<file path="src/rtl/jsu_pkg.sv">
`timescale 1ns / 1ps
// ----------------------------------------------------------------------------
// jsu_pkg
// Types, character codes and a hex-digit helper function shared by the JSON string
// unescape blocks.
// ----------------------------------------------------------------------------
package jsu_pkg;

  localparam int MAX_RES = 5;
  localparam int CNT_W   = 3;

  localparam logic [7:0] CH_NUL   = 8'h00;
  localparam logic [7:0] CH_QUOTE = 8'h22;
  localparam logic [7:0] CH_BSL   = 8'h5C;
  localparam logic [7:0] CH_N     = 8'h6E;
  localparam logic [7:0] CH_T     = 8'h74;
  localparam logic [7:0] CH_U     = 8'h75;
  localparam logic [7:0] CH_LF    = 8'h0A;
  localparam logic [7:0] CH_TAB   = 8'h09;

  typedef enum logic [1:0] {
    MODE_NORMAL = 2'd0,
    MODE_ESC    = 2'd1,
    MODE_HEX    = 2'd2
  } mode_t;

  typedef struct packed {
    logic [7:0] data;
    logic       has_byte;
    logic       string_end;
    logic       last;
  } result_t;

  typedef struct packed {
    result_t [MAX_RES-1:0] entry;
    logic [CNT_W-1:0]      count;
  } burst_t;

  typedef struct packed {
    logic       valid;
    logic [3:0] value;
  } hex_t;

  function automatic hex_t hex_value(input logic [7:0] c);
    hex_t h;
    h.valid = 1'b1;
    h.value = 4'd0;
    priority if (c >= 8'h30 && c <= 8'h39) begin
      h.value = 4'(c - 8'h30);
    end else if (c >= 8'h61 && c <= 8'h66) begin
      h.value = 4'(c - 8'h57);
    end else if (c >= 8'h41 && c <= 8'h46) begin
      h.value = 4'(c - 8'h37);
    end else begin
      h.valid = 1'b0;
    end
    return h;
  endfunction

endpackage

</file>
<file path="src/rtl/jsu_decode.sv">
`timescale 1ns / 1ps
// ----------------------------------------------------------------------------
// jsu_decode
// Escape decoder: holds the escape state and turns the current byte into a
// burst of up to five results.
// ----------------------------------------------------------------------------
module jsu_decode (
  input  logic            clk,
  input  logic            rst_n,
  input  logic [7:0]      in_byte,
  input  logic            advance,
  output jsu_pkg::burst_t burst
);
  import jsu_pkg::*;

  mode_t                 mode_r, mode_nxt;
  logic [1:0]            seen_r, seen_nxt;
  logic [2:0][7:0]       held_r, held_nxt;
  result_t [MAX_RES-1:0] res;
  logic [CNT_W-1:0]      n;
  logic                  do_normal;
  hex_t                  hv;
  hex_t                  h0, h1, h2;
  logic [15:0]           cp;

  assign hv = hex_value(in_byte);
  assign h0 = hex_value(held_r[0]);
  assign h1 = hex_value(held_r[1]);
  assign h2 = hex_value(held_r[2]);
  assign cp = {h0.value, h1.value, h2.value, hv.value};

  always_comb begin
    res       = '0;
    n         = '0;
    mode_nxt  = mode_r;
    seen_nxt  = seen_r;
    held_nxt  = held_r;
    do_normal = 1'b0;
    unique case (mode_r)
      MODE_ESC: begin
        mode_nxt = MODE_NORMAL;
        priority if (in_byte == CH_NUL) begin
          res[n].string_end = 1'b1;
          n = n + CNT_W'(1);
        end else if (in_byte == CH_N) begin
          res[n].data     = CH_LF;
          res[n].has_byte = 1'b1;
          n = n + CNT_W'(1);
        end else if (in_byte == CH_T) begin
          res[n].data     = CH_TAB;
          res[n].has_byte = 1'b1;
          n = n + CNT_W'(1);
        end else if (in_byte == CH_U) begin
          mode_nxt = MODE_HEX;
          seen_nxt = 2'd0;
        end else begin
          res[n].data     = in_byte;
          res[n].has_byte = 1'b1;
          n = n + CNT_W'(1);
        end
      end
      MODE_HEX: begin
        if (hv.valid) begin
          if (seen_r < 2'd3) begin
            held_nxt[seen_r] = in_byte;
            seen_nxt         = seen_r + 2'd1;
          end else begin
            mode_nxt = MODE_NORMAL;
            seen_nxt = 2'd0;
            if (cp != 16'd0) begin
              priority if (cp < 16'h0080) begin
                res[0].data     = cp[7:0];
                res[0].has_byte = 1'b1;
                n = CNT_W'(1);
              end else if (cp < 16'h0800) begin
                res[0].data     = {3'b110, cp[10:6]};
                res[0].has_byte = 1'b1;
                res[1].data     = {2'b10, cp[5:0]};
                res[1].has_byte = 1'b1;
                n = CNT_W'(2);
              end else begin
                res[0].data     = {4'b1110, cp[15:12]};
                res[0].has_byte = 1'b1;
                res[1].data     = {2'b10, cp[11:6]};
                res[1].has_byte = 1'b1;
                res[2].data     = {2'b10, cp[5:0]};
                res[2].has_byte = 1'b1;
                n = CNT_W'(3);
              end
            end
          end
        end else begin
          res[0].data     = CH_U;
          res[0].has_byte = 1'b1;
          n = CNT_W'(1);
          for (int i = 0; i < 3; i++) begin
            if (2'(i) < seen_r) begin
              res[n].data     = held_r[i];
              res[n].has_byte = 1'b1;
              n = n + CNT_W'(1);
            end
          end
          mode_nxt  = MODE_NORMAL;
          seen_nxt  = 2'd0;
          do_normal = 1'b1;
        end
      end
      default: begin
        mode_nxt  = MODE_NORMAL;
        do_normal = 1'b1;
      end
    endcase

    if (do_normal) begin
      priority if (in_byte == CH_NUL || in_byte == CH_QUOTE) begin
        res[n].string_end = 1'b1;
        n = n + CNT_W'(1);
        mode_nxt = MODE_NORMAL;
      end else if (in_byte == CH_BSL) begin
        mode_nxt = MODE_ESC;
      end else begin
        res[n].data     = in_byte;
        res[n].has_byte = 1'b1;
        n = n + CNT_W'(1);
      end
    end

    for (int i = 0; i < MAX_RES; i++) begin
      if (n != '0 && CNT_W'(i) == n - CNT_W'(1)) begin
        res[i].last = 1'b1;
      end
    end
  end

  assign burst.entry = res;
  assign burst.count = n;

  always_ff @(posedge clk) begin
    if (!rst_n) begin
      mode_r <= MODE_NORMAL;
      seen_r <= 2'd0;
    end else if (advance) begin
      mode_r <= mode_nxt;
      seen_r <= seen_nxt;
    end
  end

  always_ff @(posedge clk) begin
    if (advance) begin
      held_r <= held_nxt;
    end
  end

endmodule

</file>
<file path="src/rtl/jsu_emit.sv">
`timescale 1ns / 1ps
// ----------------------------------------------------------------------------
// jsu_emit
// Result buffer: takes a whole burst at once and hands its results to the
// output stream one request per cycle while the output is ready.
// ----------------------------------------------------------------------------
module jsu_emit (
  input  logic             clk,
  input  logic             rst_n,
  input  logic             load,
  input  jsu_pkg::burst_t  burst,
  output logic             free,
  output logic             out_valid,
  input  logic             out_ready,
  output jsu_pkg::result_t out_res
);
  import jsu_pkg::*;

  result_t [MAX_RES-1:0] buf_r;
  logic [CNT_W-1:0]      cnt_r;
  logic                  take;

  assign out_valid = (cnt_r != '0);
  assign take      = out_valid && out_ready;
  assign free      = (cnt_r == '0) || (cnt_r == CNT_W'(1) && out_ready);
  assign out_res   = buf_r[0];

  always_ff @(posedge clk) begin
    if (!rst_n) begin
      cnt_r <= '0;
    end else if (load) begin
      cnt_r <= burst.count;
    end else if (take) begin
      cnt_r <= cnt_r - CNT_W'(1);
    end
  end

  always_ff @(posedge clk) begin
    if (load) begin
      buf_r <= burst.entry;
    end else if (take) begin
      for (int i = 0; i < MAX_RES - 1; i++) begin
        buf_r[i] <= buf_r[i+1];
      end
    end
  end

endmodule

</file>
<file path="src/rtl/json_string_unescape_utf8.sv">
`timescale 1ns / 1ps
// ----------------------------------------------------------------------------
// json_string_unescape_utf8
// Decodes the bytes of a JSON string body, resolving escapes and turning
// backslash-u escapes into UTF-8.
// ----------------------------------------------------------------------------
// A byte is taken into an input register, decoded there combinationally into a
// burst of zero to five results, and the burst moves into a result buffer
// that drains one result per cycle while the output is ready. Plain text
// streams at one byte per clock while the output is ready; a byte that yields
// more than one result keeps the result buffer busy until it has drained
// them, while the input register keeps the next byte waiting. Each string
// ends with a result that has string_end set.
module json_string_unescape_utf8 (
  input  logic       clk,
  input  logic       rst_n,
  input  logic       in_tvalid,
  output logic       in_tready,
  input  logic [7:0] in_tdata,   // [7:0] in_byte
  output logic       out_tvalid,
  input  logic       out_tready,
  output logic [7:0] out_tdata,  // [7:0] out_byte
  output logic [1:0] out_tuser,  // [0] has_byte, [1] string_end
  output logic       out_tlast   // last_in_run
);
  import jsu_pkg::*;

  logic       in_valid_r;
  logic [7:0] in_byte_r;
  logic       load;
  logic       free;
  burst_t     burst;
  result_t    out_res;

  assign load      = in_valid_r && free;
  assign in_tready = !in_valid_r || load;

  always_ff @(posedge clk) begin
    if (!rst_n) begin
      in_valid_r <= 1'b0;
    end else if (in_tvalid && in_tready) begin
      in_valid_r <= 1'b1;
    end else if (load) begin
      in_valid_r <= 1'b0;
    end
  end

  always_ff @(posedge clk) begin
    if (in_tvalid && in_tready) begin
      in_byte_r <= in_tdata;
    end
  end

  jsu_decode u_decode (
    .clk     (clk),
    .rst_n   (rst_n),
    .in_byte (in_byte_r),
    .advance (load),
    .burst   (burst)
  );

  jsu_emit u_emit (
    .clk       (clk),
    .rst_n     (rst_n),
    .load      (load),
    .burst     (burst),
    .free      (free),
    .out_valid (out_tvalid),
    .out_ready (out_tready),
    .out_res   (out_res)
  );

  assign out_tdata = out_res.data;
  assign out_tuser = {out_res.string_end, out_res.has_byte};
  assign out_tlast = out_res.last;

endmodule

</file>
<file path="config.mk">
export PLATFORM = sky130hd
export DESIGN_NAME = json_string_unescape_utf8
export DESIGN_NICKNAME = d
export VERILOG_FILES = /design/src/rtl/jsu_pkg.sv /design/src/rtl/jsu_decode.sv /design/src/rtl/jsu_emit.sv /design/src/rtl/json_string_unescape_utf8.sv
export SDC_FILE = /design/constraint.sdc
export NUM_CORES = 1
export LEC_CHECK = 0
export BUFFER_PORTS_ARGS = -buffer_cell sky130_fd_sc_hd__buf_4
export CAP_MARGIN = 10
export CORE_ASPECT_RATIO = 0.75
export CORE_MARGIN = 5
export CORE_UTILIZATION = 55
export DETAILED_ROUTE_END_ITERATION = 16
export GPL_ROUTABILITY_DRIVEN = 0
export MAX_ROUTING_LAYER = met4
export PLACE_DENSITY = 0.69
export RECOVER_POWER = 25
export SYNTH_ARGS = -nofsm -noshare
export SYNTH_HDL_FRONTEND = slang
export SYNTH_SLANG_ARGS = --single-unit
</file>
<file path="constraint.sdc">
create_clock -name clk -period 5.8 [get_ports clk]
set_input_delay 0.58 -clock clk [delete_from_list [all_inputs] [get_ports clk]]
set_output_delay 0.58 -clock clk [all_outputs]
set_load 0.01 [all_outputs]
</file>
[After elaboration in Yosys (flattened, before gate mapping)]
Index checks and enable logic that the tools add are counted.
Word-level totals
  register bits: 95
  input bits: 12
  output and inout port bits: 13
Operators by class
  add/subtract/negate cells: 18
  order comparisons: 38
  equal/unequal tests: 16
  muxes and demuxes: 125
  reduce and logical (&&, ||, !) cells: 40
Operators by type and width (number)
  bitwise mux 55 bit: 7
  2-to-1 mux 55 bit: 7
  demux 11 bit (select 3 bit): 7
  2-to-1 mux 9 bit: 20
  2-to-1 mux 44 bit: 3
  greater-or-equal comparator 8 x 7 -> 1 bit, second input constant: 8
  less-or-equal comparator 8 x 7 -> 1 bit, second input constant: 8
  2-to-1 mux 3 bit: 21
  2-to-1 mux 4 bit: 12
  2-to-1 mux 2 bit: 20
  2-to-1 mux 11 bit: 3
  equality test 8 x 7 -> 1 bit, second input constant: 4
  greater-or-equal comparator 8 x 6 -> 1 bit, second input constant: 4
  less-or-equal comparator 8 x 6 -> 1 bit, second input constant: 4
  subtractor 4 x 3 -> 4 bit, second input constant: 8
  logical AND 1 bit: 25
  bitwise mux 24 bit: 1
  2-to-1 mux 22 bit: 1
  one-hot mux 10 bit (2 select lines): 1
  demux 8 bit (select 2 bit): 1
  < comparator 16 x 12 -> 1 bit, second input constant: 1
  < comparator 16 x 8 -> 1 bit, second input constant: 1
  nonzero test 16 bit: 1
  subtractor 4 x 1 -> 4 bit, second input constant: 4
  other kinds (33): 65

[Longest topological paths before layout]
  word-level depth: 28
  gate-level depth with buffers: 17

[Hierarchy]
Synthesis repeated with hierarchy kept, for this count alone.
Second synthesis, totals
  cells, all modules: 657
  area total of the unflattened synthesis: 6627.6 um^2
Modules (own cells, without submodules)
  jsu_decode: instances 1, cells an instance 500, area each 3809.9 um^2
  jsu_emit: instances 1, cells an instance 143, area each 2512.4 um^2
  json_string_unescape_utf8: instances 1, cells an instance 14, area each 305.3 um^2

[Worst setup path after synthesis]
Ideal clock, no wire load.
  kind: register to register
  start point: register in_byte_r[1]
  end point: register u_emit.buf_r[33] (netlist name) (data pin)
  setup time: 188 ps
  arrival time: 3544 ps
  setup slack: 2068 ps
  cell stages (with the launch flop): 15
  period minus slack after synthesis: 3732 ps
  cell sequence: edfxtp_1 > clkbuf_1 > inv_1 > ha_1 > or3b_1 > and4_1 > clkbuf_1 > nor2_2 > a32oi_1 > a21o_1 > a31oi_4 > buf_4 > ha_1 > mux2_2 > o41ai_1
Between the ends
  longest elaborated chain between the ends: 21
  elaborated cells on any way between the ends: 61
  classes of those cells: 5 x add/sub; 8 x order compare; 6 x eq/ne; 34 x mux; 8 x reduce/logical
RTL lines
  from (decl): line json_string_unescape_utf8.sv:29  | logic [7:0] in_byte_r;
  from (signal assigned): line json_string_unescape_utf8.sv:50  | in_byte_r <= in_tdata;
  greater-or-equal comparator 8 x 7 -> 1 bit / less-or-equal comparator 8 x 7 -> 1 bit (equally long branches): line jsu_pkg.sv:52  | end else if (c >= 8'h41 && c <= 8'h46) begin
  logical AND 1 bit: line jsu_pkg.sv:52
  2-to-1 mux 4 bit: line jsu_pkg.sv:52
  2-to-1 mux 4 bit: line jsu_pkg.sv:50  | end else if (c >= 8'h61 && c <= 8'h66) begin
  2-to-1 mux 4 bit: line jsu_pkg.sv:48  | priority if (c >= 8'h30 && c <= 8'h39) begin
  < comparator 16 x 12 -> 1 bit: line jsu_decode.sv:75  | end else if (cp < 16'h0800) begin
  2-to-1 mux 1 bit: line jsu_decode.sv:75
  2-to-1 mux 3 bit: line jsu_decode.sv:71  | priority if (cp < 16'h0080) begin
  [... 5 more ...]
  2-to-1 mux 3 bit: line jsu_decode.sv:119  | end else if (in_byte == CH_BSL) begin
  2-to-1 mux 3 bit: line jsu_decode.sv:115  | priority if (in_byte == CH_NUL || in_byte == CH_QUOTE) begin
  2-to-1 mux 3 bit: line jsu_decode.sv:114  | if (do_normal) begin
  subtractor 3 x 1 -> 3 bit: line jsu_decode.sv:129  | if (n != '0 && CNT_W'(i) == n - CNT_W'(1)) begin
  equality test 2 x 3 -> 1 bit: line jsu_decode.sv:129
  logical AND 1 bit: line jsu_decode.sv:129
  2-to-1 mux 1 bit (*): line jsu_decode.sv:129
  2-to-1 mux 44 bit (*): line jsu_emit.sv:39  | if (load) begin
  to (signal assigned): line jsu_emit.sv:40  | buf_r <= burst.entry;
  to (signal, indexed assignment): line jsu_emit.sv:43  | buf_r[i] <= buf_r[i+1];
  to (decl): line jsu_emit.sv:19  | result_t [MAX_RES-1:0] buf_r;
Mark *: on every way between the ends. The rest lies on a longest branch, timed or not.
A chain may end at the register's enable or synchronous reset.

[Worst setup path in the final report]
  start point: register in_byte_r[0]
  end point: register u_emit.buf_r[11] (netlist name) (data pin)
Between the ends
  longest elaborated chain between the ends: 21
  elaborated cells on any way between the ends: 61
  classes of those cells: 5 x add/sub; 8 x order compare; 6 x eq/ne; 34 x mux; 8 x reduce/logical
RTL lines (line)
  greater-or-equal comparator 8 x 7 -> 1 bit / less-or-equal comparator 8 x 7 -> 1 bit (equally long branches): jsu_pkg.sv:52
  logical AND 1 bit: jsu_pkg.sv:52
  2-to-1 mux 4 bit: jsu_pkg.sv:52
  2-to-1 mux 4 bit: jsu_pkg.sv:50
  2-to-1 mux 4 bit: jsu_pkg.sv:48
  < comparator 16 x 12 -> 1 bit: jsu_decode.sv:75
  2-to-1 mux 1 bit: jsu_decode.sv:75
  2-to-1 mux 3 bit: jsu_decode.sv:71
  [... 5 more ...]
  2-to-1 mux 3 bit: jsu_decode.sv:119
  2-to-1 mux 3 bit: jsu_decode.sv:115
  2-to-1 mux 3 bit: jsu_decode.sv:114
  subtractor 3 x 1 -> 3 bit: jsu_decode.sv:129
  equality test 1 x 3 -> 1 bit: jsu_decode.sv:129
  logical AND 1 bit: jsu_decode.sv:129
  2-to-1 mux 1 bit (*): jsu_decode.sv:129
  2-to-1 mux 44 bit (*): jsu_emit.sv:39
Marked as above.

==> flow_summary.ini <==
[clock_network]
cts_resized = 0
cts_sinks = 95
clock_latency_ns = 0.36
ctsHtreeMaxLevel = 3
ctsLongestPathBuffers = 2
root_buffer = clkbuf_16
cts_buffers = 9
clk_pin_slew_ns = 0.07
holdBufCountCts = 0
cts_tree = built
cts_setup_buffers = 0

[floorplanning]
start_util_pct = 56.02
die_w_um = 135.1
core_area_um2 = 11530
dieHeight_um = 103.8
rows = 34
die_area_um2 = 14030
ios = 25

[synth]
synth_edf_count = 87
synth_top_cell_by_area = edfxtp_1
ys_warn_count = 0
synth_area_per_cell_um2 = 9.498
synth_nets = 722
yosysUniqueCellTypes = 81
seq_area_frac_synth_pct = 42.93
synthesis.area_um2 = 6459
synth_ff_type = edfxtp_1
ys_ff_latch = 95
ys_async_sr_fraction_pct = 0
synthTopCellsByArea = edfxtp_1 (40%), ha_1 (5.8%), nand2_1 (5.3%), nor2_1 (2.6%), dfxtp_1 (2.5%)
syn_inst = 680
synth_top_area_share_pct = 40.45

[placed_design]
dp_slack_ns = 1.648
port_buffers = 24
dp_hpwl_um = 13020

[drt]
postRouteWirelength_um = 18730
detail_route.first_pass.iterations = 7
drtIter0Drc = 846
ant_nets = 0
num_vias = 5650
wl_per_cell_um = 22.46
vias_per_cell = 6.775
drc = 0

[layout]
drive_gt1_share_pct = 8.780
layout_common_cells = nand2_1 (91), edfxtp_1 (87), nor2_1 (45), o21ai_0 (32), inv_1 (31)
final_common_cell = nand2_1
antenna_cells = 0
syn2layout_area_growth_pct = 6.529
final_nets = 709

[setup_path]
critPathMaxFanout = 20
worstSetupPathType = flop to flop
cp.arrival_ns = 4.47
critPathCaptureType = flop
start_kind = flop
crit_required_ns = 6.00

[flow_run]
drv_cap = 0

[sta]
setup_viol = 0
max_freq_mhz = 234.1
finalMaxSlewViolations = 0
period_share_pct = 73.65
fin_crit_ns = 4.272
rsz0062_at_grt = no
tns_ns = 0
max_slew_margin_pct = 25.29
tightest_slew_ns = 1.121
setup_slack_ns = 1.528
fin_skew_ns = 0.006779
finalHoldViolCount = 0

[power_and_ir_drop]
leakage_nw = 2.414
cellPowerDensity_nw_per_um2 = 339.5
ir_drop_uv = 413.0

[hold_path]
hold_path.class = primary input to flop

[grt]
grt_pass1_vias = 5039
grt_use_total_pct = 27.43
grt-ovfl-total = 0
grt_max_degree = 57
grt_pass1_wl_um = 28800
antenna_found_initial = 0

[outcome]
outcome = finished, final reports clean
==> final cells by class <==
type | instances | area (um^2)
fillers | 977 | 4648
multi-input cells | 502 | 3321
flip-flops and latches | 95 | 2773
clock buffers | 9 | 225.2
well taps | 162 | 202.7
repair buffers | 28 | 168.9
inverters | 31 | 116.4
clock inverters | 7 | 73.82
==> cell usage after synthesis (all sizes together), types with 9 or more instances <==
library cell  number
a21o              10
a21oi             28
a22oi              9
a31oi             15
and2              19
buf               17
clkbuf            35
edfxtp            87
ha                30
inv               31
nand2             91
nand2b            10
nand3             23
nand4             11
nor2              46
nor3              11
o211ai            21
o21ai             40
==> sequential cells by signal (all words and copies together) (netlist names) <==
name	count
in_byte_r	8
in_valid_r	1
u_decode.held_r	24
u_decode.mode_r	2
u_decode.seen_r	2
u_emit.buf_r	44
u_emit.cnt_r	3
u_emit.out_res	11
==> worst max-delay path, cell delays in order, from the launching register on <==
cell and delay (ns):
edfxtp_1 0.66, inv_1 0.19, ha_1 0.28, or3b_1 0.18, and4_1 0.30, or2_1 0.62
o21ai_0 0.22, a21o_1 0.25, a31oi_4 0.38, ha_1 0.22, nand3_1 0.08, xnor2_1 0.39
nand3_1 0.14, o21ai_0 0.19
==> cell families after synthesis <==
logic type / synth area share, %
mux: 1.802
buf+inv: 5.657
xor+xnor: 0.4069
flops: 42.93
simple gates: 20.55
fa+ha+maj: 5.812
compound gates: 22.84
==> path summary, 6_finish.rpt <==
| kind | slack [ns] | cells after the start | to | from |
|---|---|---|---|---|
| worst min-delay path | 0.41 | 1 | in_byte_r[2] | in_tdata[2] |
| worst max register to register | 1.53 | 13 | u_emit.buf_r[11] | in_byte_r[0] |
| worst min register to register | 0.52 | 2 | u_emit.buf_r[12] | u_emit.buf_r[23] |
| worst max-delay path | 1.53 | 13 | u_emit.buf_r[11] | in_byte_r[0] |
==> routing by layer <==
layer	track usage, %	vias to the layer above	share of wire, %
met2	36.58	398	40
met4	7.986	0	2.6
met1	40.27	2663	43
li1	-	2528	-
met5	-	-	0
met3	8.091	61	15
==> report_power, final <==
group / internal (mW) / total [mW] / switching (mW)
combinational: 0.198 / 0.599 / 0.401
sequential: 1.04 / 1.14 / 0.100
clock: 0.305 / 0.596 / 0.291
==> metrics by stage <==
stage | cells | total power [mW] | util [%] | hold slack (ns) | cell area (um^2)
global placement | 818 | 1.764 | 57.45 | 0.4985 | 6623
finish | 834 | 2.336 | 59.68 | 0.4142 | 6880
global route | 834 | 2.459 | 59.68 | 0.4041 | 6880
CTS | 834 | 2.369 | 60.04 | 0.3841 | 6922
floorplan | 680 | 1.574 | - | 0.4579 | 6459
detailed placement | 818 | 1.777 | 57.45 | 0.5122 | 6623
No activity file was read; power rests on OpenSTA's default activity.
